## src/design/dtks_pkg.sv

```systemverilog
// Shared constants, codes and controller/datapath interface types for the
// device/topic key-share table. No dependencies.
package dtks_pkg;

  localparam int ROWS       = 16;
  localparam int ROW_BITS   = $clog2(ROWS);
  localparam int HASH_BITS  = 64;
  localparam int KEY_BITS   = 64;
  localparam int SHARE_BITS = 64;
  localparam int FIELD_BITS = 64;
  localparam int CMD_BITS   = 2;
  localparam int STAT_BITS  = 2;
  localparam int IDX_OUT_BITS = 4;

  localparam int IN_DATA_BITS  = 4 * FIELD_BITS;
  localparam int OUT_RAW_BITS  = IDX_OUT_BITS + 2 * FIELD_BITS;
  localparam int OUT_DATA_BITS = ((OUT_RAW_BITS + 7) / 8) * 8;

  localparam logic [ROW_BITS-1:0] LAST_ROW = ROW_BITS'(ROWS - 1);

  // command codes
  localparam logic [CMD_BITS-1:0] CMD_ADD_KEY   = 2'd0;
  localparam logic [CMD_BITS-1:0] CMD_ADD_SHARE = 2'd1;
  localparam logic [CMD_BITS-1:0] CMD_GET_SHARE = 2'd2;
  localparam logic [CMD_BITS-1:0] CMD_GET_KEY   = 2'd3;

  // result status codes
  localparam logic [STAT_BITS-1:0] ST_NEW  = 2'd0;
  localparam logic [STAT_BITS-1:0] ST_HIT  = 2'd1;
  localparam logic [STAT_BITS-1:0] ST_MISS = 2'd2;
  localparam logic [STAT_BITS-1:0] ST_FULL = 2'd3;

  // controller to datapath
  typedef struct packed {
    logic load;
    logic scan_en;
    logic finish;
  } ctl_t;

  // datapath to controller
  typedef struct packed {
    logic scan_done;
    logic out_free;
  } sts_t;

endpackage

```

## src/design/dtks_ram.sv

```systemverilog
// Generic single-write, single-read RAM with registered read data.
// No dependencies.
module dtks_ram #(
  parameter int WIDTH = 64,
  parameter int DEPTH = 16
) (
  input  logic                     clk,
  input  logic                     we,
  input  logic [$clog2(DEPTH)-1:0] waddr,
  input  logic [WIDTH-1:0]         wdata,
  input  logic [$clog2(DEPTH)-1:0] raddr,
  output logic [WIDTH-1:0]         rdata
);

  logic [WIDTH-1:0] mem [DEPTH];

  always_ff @(posedge clk) begin
    if (we) begin
      mem[waddr] <= wdata;
    end
    rdata <= mem[raddr];
  end

endmodule

```

## src/design/dtks_ctrl.sv

```systemverilog
// Sequencer for the key-share table: accept, scan, finish.
// Depends on dtks_pkg for the control and status structs.
module dtks_ctrl (
  input  logic          clk,
  input  logic          rst,
  input  logic          in_valid,
  output logic          in_ready,
  input  dtks_pkg::sts_t sts,
  output dtks_pkg::ctl_t ctl
);

  localparam logic [1:0] S_IDLE   = 2'd0;
  localparam logic [1:0] S_SCAN   = 2'd1;
  localparam logic [1:0] S_FINISH = 2'd2;

  logic [1:0] state;
  logic [1:0] state_next;

  always_comb begin
    state_next  = state;
    in_ready    = 1'b0;
    ctl.load    = 1'b0;
    ctl.scan_en = 1'b0;
    ctl.finish  = 1'b0;
    unique case (state)
      S_IDLE: begin
        in_ready = 1'b1;
        if (in_valid) begin
          ctl.load   = 1'b1;
          state_next = S_SCAN;
        end
      end
      S_SCAN: begin
        ctl.scan_en = 1'b1;
        if (sts.scan_done) begin
          state_next = S_FINISH;
        end
      end
      S_FINISH: begin
        // hold until the result register can take the transaction
        if (sts.out_free) begin
          ctl.finish = 1'b1;
          state_next = S_IDLE;
        end
      end
      default: begin
        state_next = S_IDLE;
      end
    endcase
  end

  always_ff @(posedge clk) begin
    if (rst) begin
      state <= S_IDLE;
    end else begin
      state <= state_next;
    end
  end

endmodule

```

## src/design/dtks_dp.sv

```systemverilog
// Datapath of the key-share table: row stores, used flags, scan pipeline,
// result register. Depends on dtks_pkg and dtks_ram.
module dtks_dp (
  input  logic                                   clk,
  input  logic                                   rst,
  input  dtks_pkg::ctl_t                         ctl,
  output dtks_pkg::sts_t                         sts,
  input  logic [dtks_pkg::CMD_BITS-1:0]          in_cmd,
  input  logic [dtks_pkg::IN_DATA_BITS-1:0]      in_data,
  output logic                                   out_valid,
  input  logic                                   out_ready,
  output logic [dtks_pkg::STAT_BITS-1:0]         out_status,
  output logic [dtks_pkg::OUT_DATA_BITS-1:0]     out_data
);

  localparam int RB = dtks_pkg::ROW_BITS;
  localparam int HB = dtks_pkg::HASH_BITS;
  localparam int KB = dtks_pkg::KEY_BITS;
  localparam int SB = dtks_pkg::SHARE_BITS;
  localparam int FB = dtks_pkg::FIELD_BITS;

  // latched command
  logic [dtks_pkg::CMD_BITS-1:0] cmd_r;
  logic [HB-1:0] dev_r;
  logic [HB-1:0] top_r;
  logic [KB-1:0] key_r;
  logic [SB-1:0] shr_r;

  logic [dtks_pkg::ROWS-1:0] used;

  // scan pipeline
  logic [RB:0]   scan_addr;
  logic          ev_vld;
  logic [RB-1:0] ev_idx;

  logic          hit_found;
  logic [RB-1:0] hit_idx;
  logic [KB-1:0] last_key;
  logic          stopped;

  logic [dtks_pkg::STAT_BITS-1:0] res_status;
  logic [RB-1:0]                  res_row;
  logic [KB-1:0]                  res_key;
  logic [SB-1:0]                  res_share;

  logic [RB-1:0] out_row;
  logic [KB-1:0] out_key;
  logic [SB-1:0] out_share;

  // RAM ports
  logic [HB-1:0] dev_q, top_q;
  logic [KB-1:0] key_q;
  logic [SB-1:0] shr_q;
  logic          dev_we, top_we, key_we, shr_we;
  logic [HB-1:0] top_wd;
  logic [KB-1:0] key_wd;
  logic [SB-1:0] shr_wd;
  logic [RB-1:0] waddr;
  logic [RB-1:0] raddr;

  // evaluation
  logic          eval;
  logic          dev_match;
  logic          top_empty;
  logic          top_eq;
  logic          stop_c;
  logic          stop_now;
  logic          is_last;

  // free row search
  logic          free_any;
  logic [RB-1:0] free_idx;

  // finish
  logic                           claim;
  logic [dtks_pkg::STAT_BITS-1:0] fin_status;
  logic [RB-1:0]                  fin_row;
  logic [KB-1:0]                  fin_key;
  logic [SB-1:0]                  fin_share;

  assign raddr = scan_addr[RB-1:0];

  always_comb begin
    free_any = 1'b0;
    free_idx = '0;
    for (int i = dtks_pkg::ROWS - 1; i >= 0; i--) begin
      if (!used[i]) begin
        free_any = 1'b1;
        free_idx = RB'(i);
      end
    end
  end

  assign eval      = ctl.scan_en && ev_vld;
  assign dev_match = used[ev_idx] && (dev_q == dev_r);
  assign top_empty = (top_q == '0);
  assign top_eq    = (top_q == top_r);
  assign is_last   = (ev_idx == dtks_pkg::LAST_ROW);

  always_comb begin
    case (cmd_r)
      dtks_pkg::CMD_ADD_KEY:   stop_c = 1'b0;
      dtks_pkg::CMD_ADD_SHARE: stop_c = dev_match && (top_empty || top_eq);
      dtks_pkg::CMD_GET_SHARE: stop_c = dev_match && top_eq;
      default:                 stop_c = dev_match;
    endcase
  end

  assign stop_now      = eval && stop_c;
  assign sts.scan_done = stop_now || (eval && is_last);
  assign sts.out_free  = !out_valid || out_ready;

  // final result: the stored hit when the scan stopped, else decided after the full scan
  always_comb begin
    claim      = 1'b0;
    fin_status = dtks_pkg::ST_MISS;
    fin_row    = '0;
    fin_key    = '0;
    fin_share  = '0;
    if (stopped) begin
      fin_status = res_status;
      fin_row    = res_row;
      fin_key    = res_key;
      fin_share  = res_share;
    end else begin
      case (cmd_r)
        dtks_pkg::CMD_ADD_KEY: begin
          if (hit_found) begin
            fin_status = dtks_pkg::ST_HIT;
            fin_row    = hit_idx;
          end else if (free_any) begin
            claim      = ctl.finish;
            fin_status = dtks_pkg::ST_NEW;
            fin_row    = free_idx;
          end else begin
            fin_status = dtks_pkg::ST_FULL;
          end
        end
        dtks_pkg::CMD_ADD_SHARE: begin
          if (!hit_found) begin
            fin_status = dtks_pkg::ST_MISS;
          end else if (free_any) begin
            claim      = ctl.finish;
            fin_status = dtks_pkg::ST_NEW;
            fin_row    = free_idx;
          end else begin
            fin_status = dtks_pkg::ST_FULL;
          end
        end
        default: begin
          fin_status = dtks_pkg::ST_MISS;
        end
      endcase
    end
  end

  // write ports: scan updates at the evaluated row, claims at the free row
  assign waddr  = claim ? free_idx : ev_idx;
  assign dev_we = claim;
  assign key_we = claim || (eval && (cmd_r == dtks_pkg::CMD_ADD_KEY) && dev_match);
  assign top_we = claim ||
                  (eval && (cmd_r == dtks_pkg::CMD_ADD_SHARE) && dev_match && top_empty);
  assign shr_we = claim || (eval && (cmd_r == dtks_pkg::CMD_ADD_SHARE) && stop_c);
  assign key_wd = (cmd_r == dtks_pkg::CMD_ADD_SHARE) ? last_key : key_r;
  assign top_wd = (cmd_r == dtks_pkg::CMD_ADD_KEY) ? '0 : top_r;
  assign shr_wd = (cmd_r == dtks_pkg::CMD_ADD_KEY) ? '0 : shr_r;

  dtks_ram #(.WIDTH(HB), .DEPTH(dtks_pkg::ROWS)) u_dev_ram (
    .clk(clk), .we(dev_we), .waddr(waddr), .wdata(dev_r), .raddr(raddr), .rdata(dev_q)
  );
  dtks_ram #(.WIDTH(HB), .DEPTH(dtks_pkg::ROWS)) u_top_ram (
    .clk(clk), .we(top_we), .waddr(waddr), .wdata(top_wd), .raddr(raddr), .rdata(top_q)
  );
  dtks_ram #(.WIDTH(KB), .DEPTH(dtks_pkg::ROWS)) u_key_ram (
    .clk(clk), .we(key_we), .waddr(waddr), .wdata(key_wd), .raddr(raddr), .rdata(key_q)
  );
  dtks_ram #(.WIDTH(SB), .DEPTH(dtks_pkg::ROWS)) u_shr_ram (
    .clk(clk), .we(shr_we), .waddr(waddr), .wdata(shr_wd), .raddr(raddr), .rdata(shr_q)
  );

  // payload registers
  always_ff @(posedge clk) begin
    if (ctl.load) begin
      cmd_r <= in_cmd;
      dev_r <= in_data[HB-1:0];
      top_r <= in_data[FB +: HB];
      key_r <= in_data[2*FB +: KB];
      shr_r <= in_data[3*FB +: SB];
    end
    if (ctl.scan_en && (scan_addr < (RB+1)'(dtks_pkg::ROWS))) begin
      ev_idx <= scan_addr[RB-1:0];
    end
    if (eval && dev_match) begin
      last_key <= key_q;
      if (!hit_found) begin
        hit_idx <= ev_idx;
      end
    end
    if (stop_now) begin
      res_status <= dtks_pkg::ST_HIT;
      res_row    <= ev_idx;
      res_key    <= (cmd_r == dtks_pkg::CMD_GET_KEY) ? key_q : '0;
      res_share  <= (cmd_r == dtks_pkg::CMD_GET_SHARE) ? shr_q : '0;
    end
    if (ctl.finish) begin
      out_status <= fin_status;
      out_row    <= fin_row;
      out_key    <= fin_key;
      out_share  <= fin_share;
    end
  end

  // control registers
  always_ff @(posedge clk) begin
    if (rst) begin
      used      <= '0;
      scan_addr <= '0;
      ev_vld    <= 1'b0;
      hit_found <= 1'b0;
      stopped   <= 1'b0;
      out_valid <= 1'b0;
    end else begin
      if (ctl.load) begin
        scan_addr <= '0;
        ev_vld    <= 1'b0;
        hit_found <= 1'b0;
        stopped   <= 1'b0;
      end else if (ctl.scan_en) begin
        // advance the read address; drop the pipeline after the last row
        if (scan_addr < (RB+1)'(dtks_pkg::ROWS)) begin
          scan_addr <= scan_addr + 1'b1;
          ev_vld    <= 1'b1;
        end else begin
          ev_vld <= 1'b0;
        end
      end
      if (eval && dev_match) begin
        hit_found <= 1'b1;
      end
      if (stop_now) begin
        stopped <= 1'b1;
      end
      if (claim) begin
        used[free_idx] <= 1'b1;
      end
      if (ctl.finish) begin
        out_valid <= 1'b1;
      end else if (out_ready) begin
        out_valid <= 1'b0;
      end
    end
  end

  assign out_data = {{(dtks_pkg::OUT_DATA_BITS - dtks_pkg::OUT_RAW_BITS){1'b0}},
                     FB'(out_share), FB'(out_key), dtks_pkg::IDX_OUT_BITS'(out_row)};

endmodule

```

## src/design/device_topic_key_share_table.sv

```systemverilog
// Device/topic key-share table: a 16-row store of device hash, topic hash,
// master key and secret share, driven by add_key, add_share, get_share and
// get_key commands on s_tuser, one result transaction per command on the
// m side. A command is accepted, then scans the rows one per cycle
// through the registered read port of the row RAMs, ending early when a
// get or an add_share hits, then finishes once the output register is free.
// The result sits in an output register, so the next command is taken while
// the previous result waits for m_tready. Depends on dtks_pkg, dtks_ctrl,
// dtks_dp and dtks_ram.
module device_topic_key_share_table (
  input  logic                                clk,
  input  logic                                rst,
  input  logic                                s_tvalid,
  output logic                                s_tready,
  // device_hash[63:0], topic_hash[127:64], key_in[191:128], share_in[255:192]
  input  logic [dtks_pkg::IN_DATA_BITS-1:0]   s_tdata,
  // command[1:0]
  input  logic [dtks_pkg::CMD_BITS-1:0]       s_tuser,
  output logic                                m_tvalid,
  input  logic                                m_tready,
  // row_index[3:0], key_out[67:4], share_out[131:68], zero pad up to 135
  output logic [dtks_pkg::OUT_DATA_BITS-1:0]  m_tdata,
  // status[1:0]
  output logic [dtks_pkg::STAT_BITS-1:0]      m_tuser
);

  dtks_pkg::ctl_t ctl;
  dtks_pkg::sts_t sts;

  dtks_ctrl u_ctrl (
    .clk      (clk),
    .rst      (rst),
    .in_valid (s_tvalid),
    .in_ready (s_tready),
    .sts      (sts),
    .ctl      (ctl)
  );

  dtks_dp u_dp (
    .clk        (clk),
    .rst        (rst),
    .ctl        (ctl),
    .sts        (sts),
    .in_cmd     (s_tuser),
    .in_data    (s_tdata),
    .out_valid  (m_tvalid),
    .out_ready  (m_tready),
    .out_status (m_tuser),
    .out_data   (m_tdata)
  );

endmodule

```

## config.mk

```make
export PLATFORM = sky130hd
export DESIGN_NAME = device_topic_key_share_table
export DESIGN_NICKNAME = d
export VERILOG_FILES = /design/src/design/dtks_pkg.sv /design/src/design/dtks_ram.sv /design/src/design/dtks_ctrl.sv /design/src/design/dtks_dp.sv /design/src/design/device_topic_key_share_table.sv
export SDC_FILE = /design/constraint.sdc
export NUM_CORES = 2
export LEC_CHECK = 0
export ABC_AREA = 1
export BUFFER_PORTS_ARGS = -buffer_cell sky130_fd_sc_hd__buf_4
export CELL_PAD_IN_SITES_DETAIL_PLACEMENT = 2
export CELL_PAD_IN_SITES_GLOBAL_PLACEMENT = 2
export CORE_MARGIN = 1.5
export CORE_UTILIZATION = 35
export CTS_CLUSTER_DIAMETER = 40
export DETAILED_ROUTE_END_ITERATION = 8
export GPL_TIMING_DRIVEN = 0
export PLACE_DENSITY_LB_ADDON = 0.1
export REMOVE_ABC_BUFFERS = 1
export SLEW_MARGIN = 20
export SYNTH_ARGS = -nofsm -noshare
export SYNTH_HDL_FRONTEND = slang
export SYNTH_SLANG_ARGS = --single-unit
```

## constraint.sdc

```tcl
create_clock -name clk -period 13.8 [get_ports clk]
set_input_delay 4.14 -clock clk [delete_from_list [all_inputs] [get_ports clk]]
set_output_delay 4.14 -clock clk [all_outputs]
set_load 0.03 [all_outputs]
```

==> run summary <==
clock share of power: 52.8%
die area: 540000 sq um
I/O pin total: 402
Synth Area in Simple Gates: 8.55%
H-tree depth: 6
Synth Area in Compound Gates: 10.0%
Buf/Inv on CP: 8
routed wire length: 659000 um
Startpoint Class: input port
Initial Utilization: 35.2%
Layout area overhead: 26.2%
Seq pwr share: 43.2%
NumNets Final: 14800
Mean Syn Cell Area: 13.7 sq um
Critical Path RT: 14.58 ns
Mapped Cells: 13700
Vias: 121000
Arr. time, crit path: 8.97 ns
Distinct cells, synth: 45
crit path max fanout: 18
Rows: 268
Final Setup Violations: 0
fin. max-slew vios: 0
warnings from Yosys: 0
FF+latch count, synth: 4975
die width: 735 um
max incr delay on CP: 0.80 ns
Max Cap Viol: 0
Mapped Area: 188000 sq um
global route overflow: 0
Synth Area in XOR/XNOR: 0.448%
Power Internal: 0.0302 W
Top cell by count, worst path: buf_16
drt wl/cell: 29.6 um
fmax: 0.122 GHz
final core utilization: 44.4%
cts bufs inserted: 788
status: finished clean
Port Buf Inserts: 397
multiplexer share of the synthesized area: 0%
TritonCTS Sinks: 4975
Tcrit/Tclk final: 59.3%
fin crit period: 8.18 ns
pin count of the biggest net entering global routing: 133
CTS clk-pin slew, worst paths: 0.05 ns
first-pass GRT wire length: 950000 um
Comb power frac: 4.0%
Peak VDD IR: 0.134 mV
CTS tree: done
post-synthesis sequential area ratio: 78.1%
Antenna Violating Nets Remaining: 0
Die H: 735 um
P per Cell Area: 165 nW/um^2
HP Class: register to register
core area: 533000 sq um
Critical Path End Type: register
clock root buffer: clkbuf_16
Lkg Pwr: 81.1 nW
Cell Chain, Critical Path: buf_4, nor2_1, nor3_4, buf_6, nand2_1, nor2_4, inv_2, nand2_2, nand2_2, nand3_1, nor2_4, buf_16, buf_16, buf_16, buf_16, buf_12
final hold violations: 0
max-slew headroom at the worst pin: 20.9%
routability cong.: 0.699
GR Util All Layers: 23.9%
Switching Share: 22.5%
initial antenna violation count: 22
layout cells sized above 1: 15.5%
Post-CTS Setup Bufs: 0
vias in the first global route: 136000
clock latency on the worst-skew pair: 1.13 ns
kind of critical path: input port to register
largest family of logic cells by synthesized area: compound AO/OA/AOI/OAI gates
worst slew pin tran: 1.18 ns
Longest Clk Path Bufs: 4
Residual DRC: 0
RSZ-0062 raised after global routing: no
cell family with most CP delay: simple AND/OR/NAND/NOR gates
clock skew: 0.0639 ns
reg2reg setup slack: 7.93 ns
Via density: 5.43
hold buffer count at cts: 0
post-cts gate resize count: 0
First-pass DRT Iterations: 5
Initial DRC Count: 8865
post-route setup TNS: 0 ns
NetSw: 0.00877 W
most frequent cells in the layout: 4692 x edfxtp_1, 2291 x nor2_1, 2062 x o21ai_0, 1129 x nand2_1, 793 x clkbuf_16
Slowest-stage cell, CP: nor2_1
most common cell after layout, fill and taps aside: edfxtp_1
fraction of the mapped netlist area in adder cells: 0.0400%
hpwl dp: 404000 um
routing by layer:
metal | up-vias | part of all wire, % | track usage, %
met1 | 64500 | 43 | 31.0
met4 | 6 | 2.9 | 7.05
met5 | - | 0.0061 | 0
met3 | 1062 | 4.0 | 2.83
li1 | 52600 | - | -
met2 | 2734 | 50 | 41.9
path summary, 6_finish.rpt:
kind | end | cells after the start | start
setup / recovery | u_dp.u_key_ram.mem[0][50] | 16 | m_tready
hold / removal | u_dp.last_key[19] | 0 | u_dp.u_key_ram.rdata[19]
setup reg to reg | u_dp.u_key_ram.mem[0][50] | 20 | u_dp.cmd_r[1]
hold reg to reg | u_dp.last_key[19] | 0 | u_dp.u_key_ram.rdata[19]
logic make-up (layout without fill, tap and decap cells):
logic type	count (synthesis)	count (layout)
DFF	4975	4975
and+or+nand+nor	4041	4041
AOI/OAI and AO/OA	3241	3241
buffers and inverters	1369	2872
xor gates and xnor gates	96	96
adders and majority gates	6	6
other	1	9
sequential cells by signal, summed over array words and instances, names as in the netlist, 5 cells and up:
signal and cells:
u_dp.u_key_ram.mem 1024, u_dp.used 16, u_dp.u_shr_ram.mem 1024, u_dp.shr_r 64
u_dp.out_share 64, u_dp.key_r 64, u_dp.res_key 64, u_dp.u_shr_ram.rdata 64
u_dp.last_key 64, u_dp.out_key 64, u_dp.scan_addr 5, u_dp.u_top_ram.rdata 64
u_dp.u_key_ram.rdata 64, u_dp.u_top_ram.mem 1024, u_dp.res_share 64, u_dp.u_dev_ram.rdata 64
u_dp.u_dev_ram.mem 1024, u_dp.top_r 64, u_dp.dev_r 64
area by class of cell:
type | instances | area (sq um)
repair buffers | 907 | 15400
flip-flops and latches | 4975 | 147000
well taps | 7020 | 8780
diodes | 5 | 12.5
inverters | 477 | 1860
clock inverters | 549 | 6880
fillers | 50600 | 296000
multi-input cells | 7388 | 36400
clock buffers | 939 | 20900
cell usage after synthesis, drive strengths merged:
cell type | instances | share of area (%)
o21ai | 2065 | 5.5
or2 | 22 | 0.073
nor3 | 17 | 0.065
nor2 | 2361 | 4.7
o2111ai | 1 | 0.0047
xor2 | 56 | 0.26
clkbuf | 779 | 1.6
ha | 6 | 0.040
nand2 | 1133 | 2.3
dfxtp | 283 | 3.0
xnor2 | 40 | 0.19
o22ai | 608 | 2.0
nand3 | 458 | 1.2
buf | 113 | 0.27
nor4 | 14 | 0.047
o311ai | 1 | 0.0047
nand3b | 1 | 0.0040
a21oi | 44 | 0.12
clkinv | 2 | 0.0040
o21a | 1 | 0.0040
inv | 475 | 0.95
a41oi | 1 | 0.0047
a22oi | 2 | 0.0080
o221ai | 419 | 2.0
edfxtp | 4692 | 75
o211ai | 95 | 0.38
a31oi | 3 | 0.010
a31o | 1 | 0.0047
conb | 1 | 0.0020
nand4 | 35 | 0.13
power by group through the flow:
stage               Clock (W)  Combinational [W]  Sequential (W)
finish                 0.0206            0.00155          0.0169
detailed placement          0            0.00156          0.0172
CTS                    0.0210            0.00158          0.0169
global route           0.0216            0.00171          0.0169
floorplan                   0           0.000988          0.0172
global placement            0            0.00172          0.0174
metrics by stage:
| step | hold slack, ns | instances | setup slack [ns] | area [sq um] | total power, W |
|---|---|---|---|---|---|
| after global routing | 0.428 | 22300 | 5.48 | 237000 | 0.0402 |
| after floorplan | 0.408 | 12800 | -142.21 | 184000 | 0.0182 |
| after global placement | 0.412 | 20300 | -483.27 | 196000 | 0.0191 |
| after CTS | 0.424 | 22300 | 5.55 | 237000 | 0.0394 |
| final | 0.426 | 22300 | 5.62 | 237000 | 0.0390 |
| after detailed placement | 0.416 | 20800 | 4.41 | 209000 | 0.0187 |
worst reg2reg max path, delay by kind of cell (launching register included):
family	cells	cell delay, ns
AOI/OAI and AO/OA	2	0.23
adders and majority gates	1	0.50
buffers and inverters	10	2.15
DFF	1	0.53
and+or+nand+nor	7	2.12
Note: power is estimated with default switching activity, not from simulation.
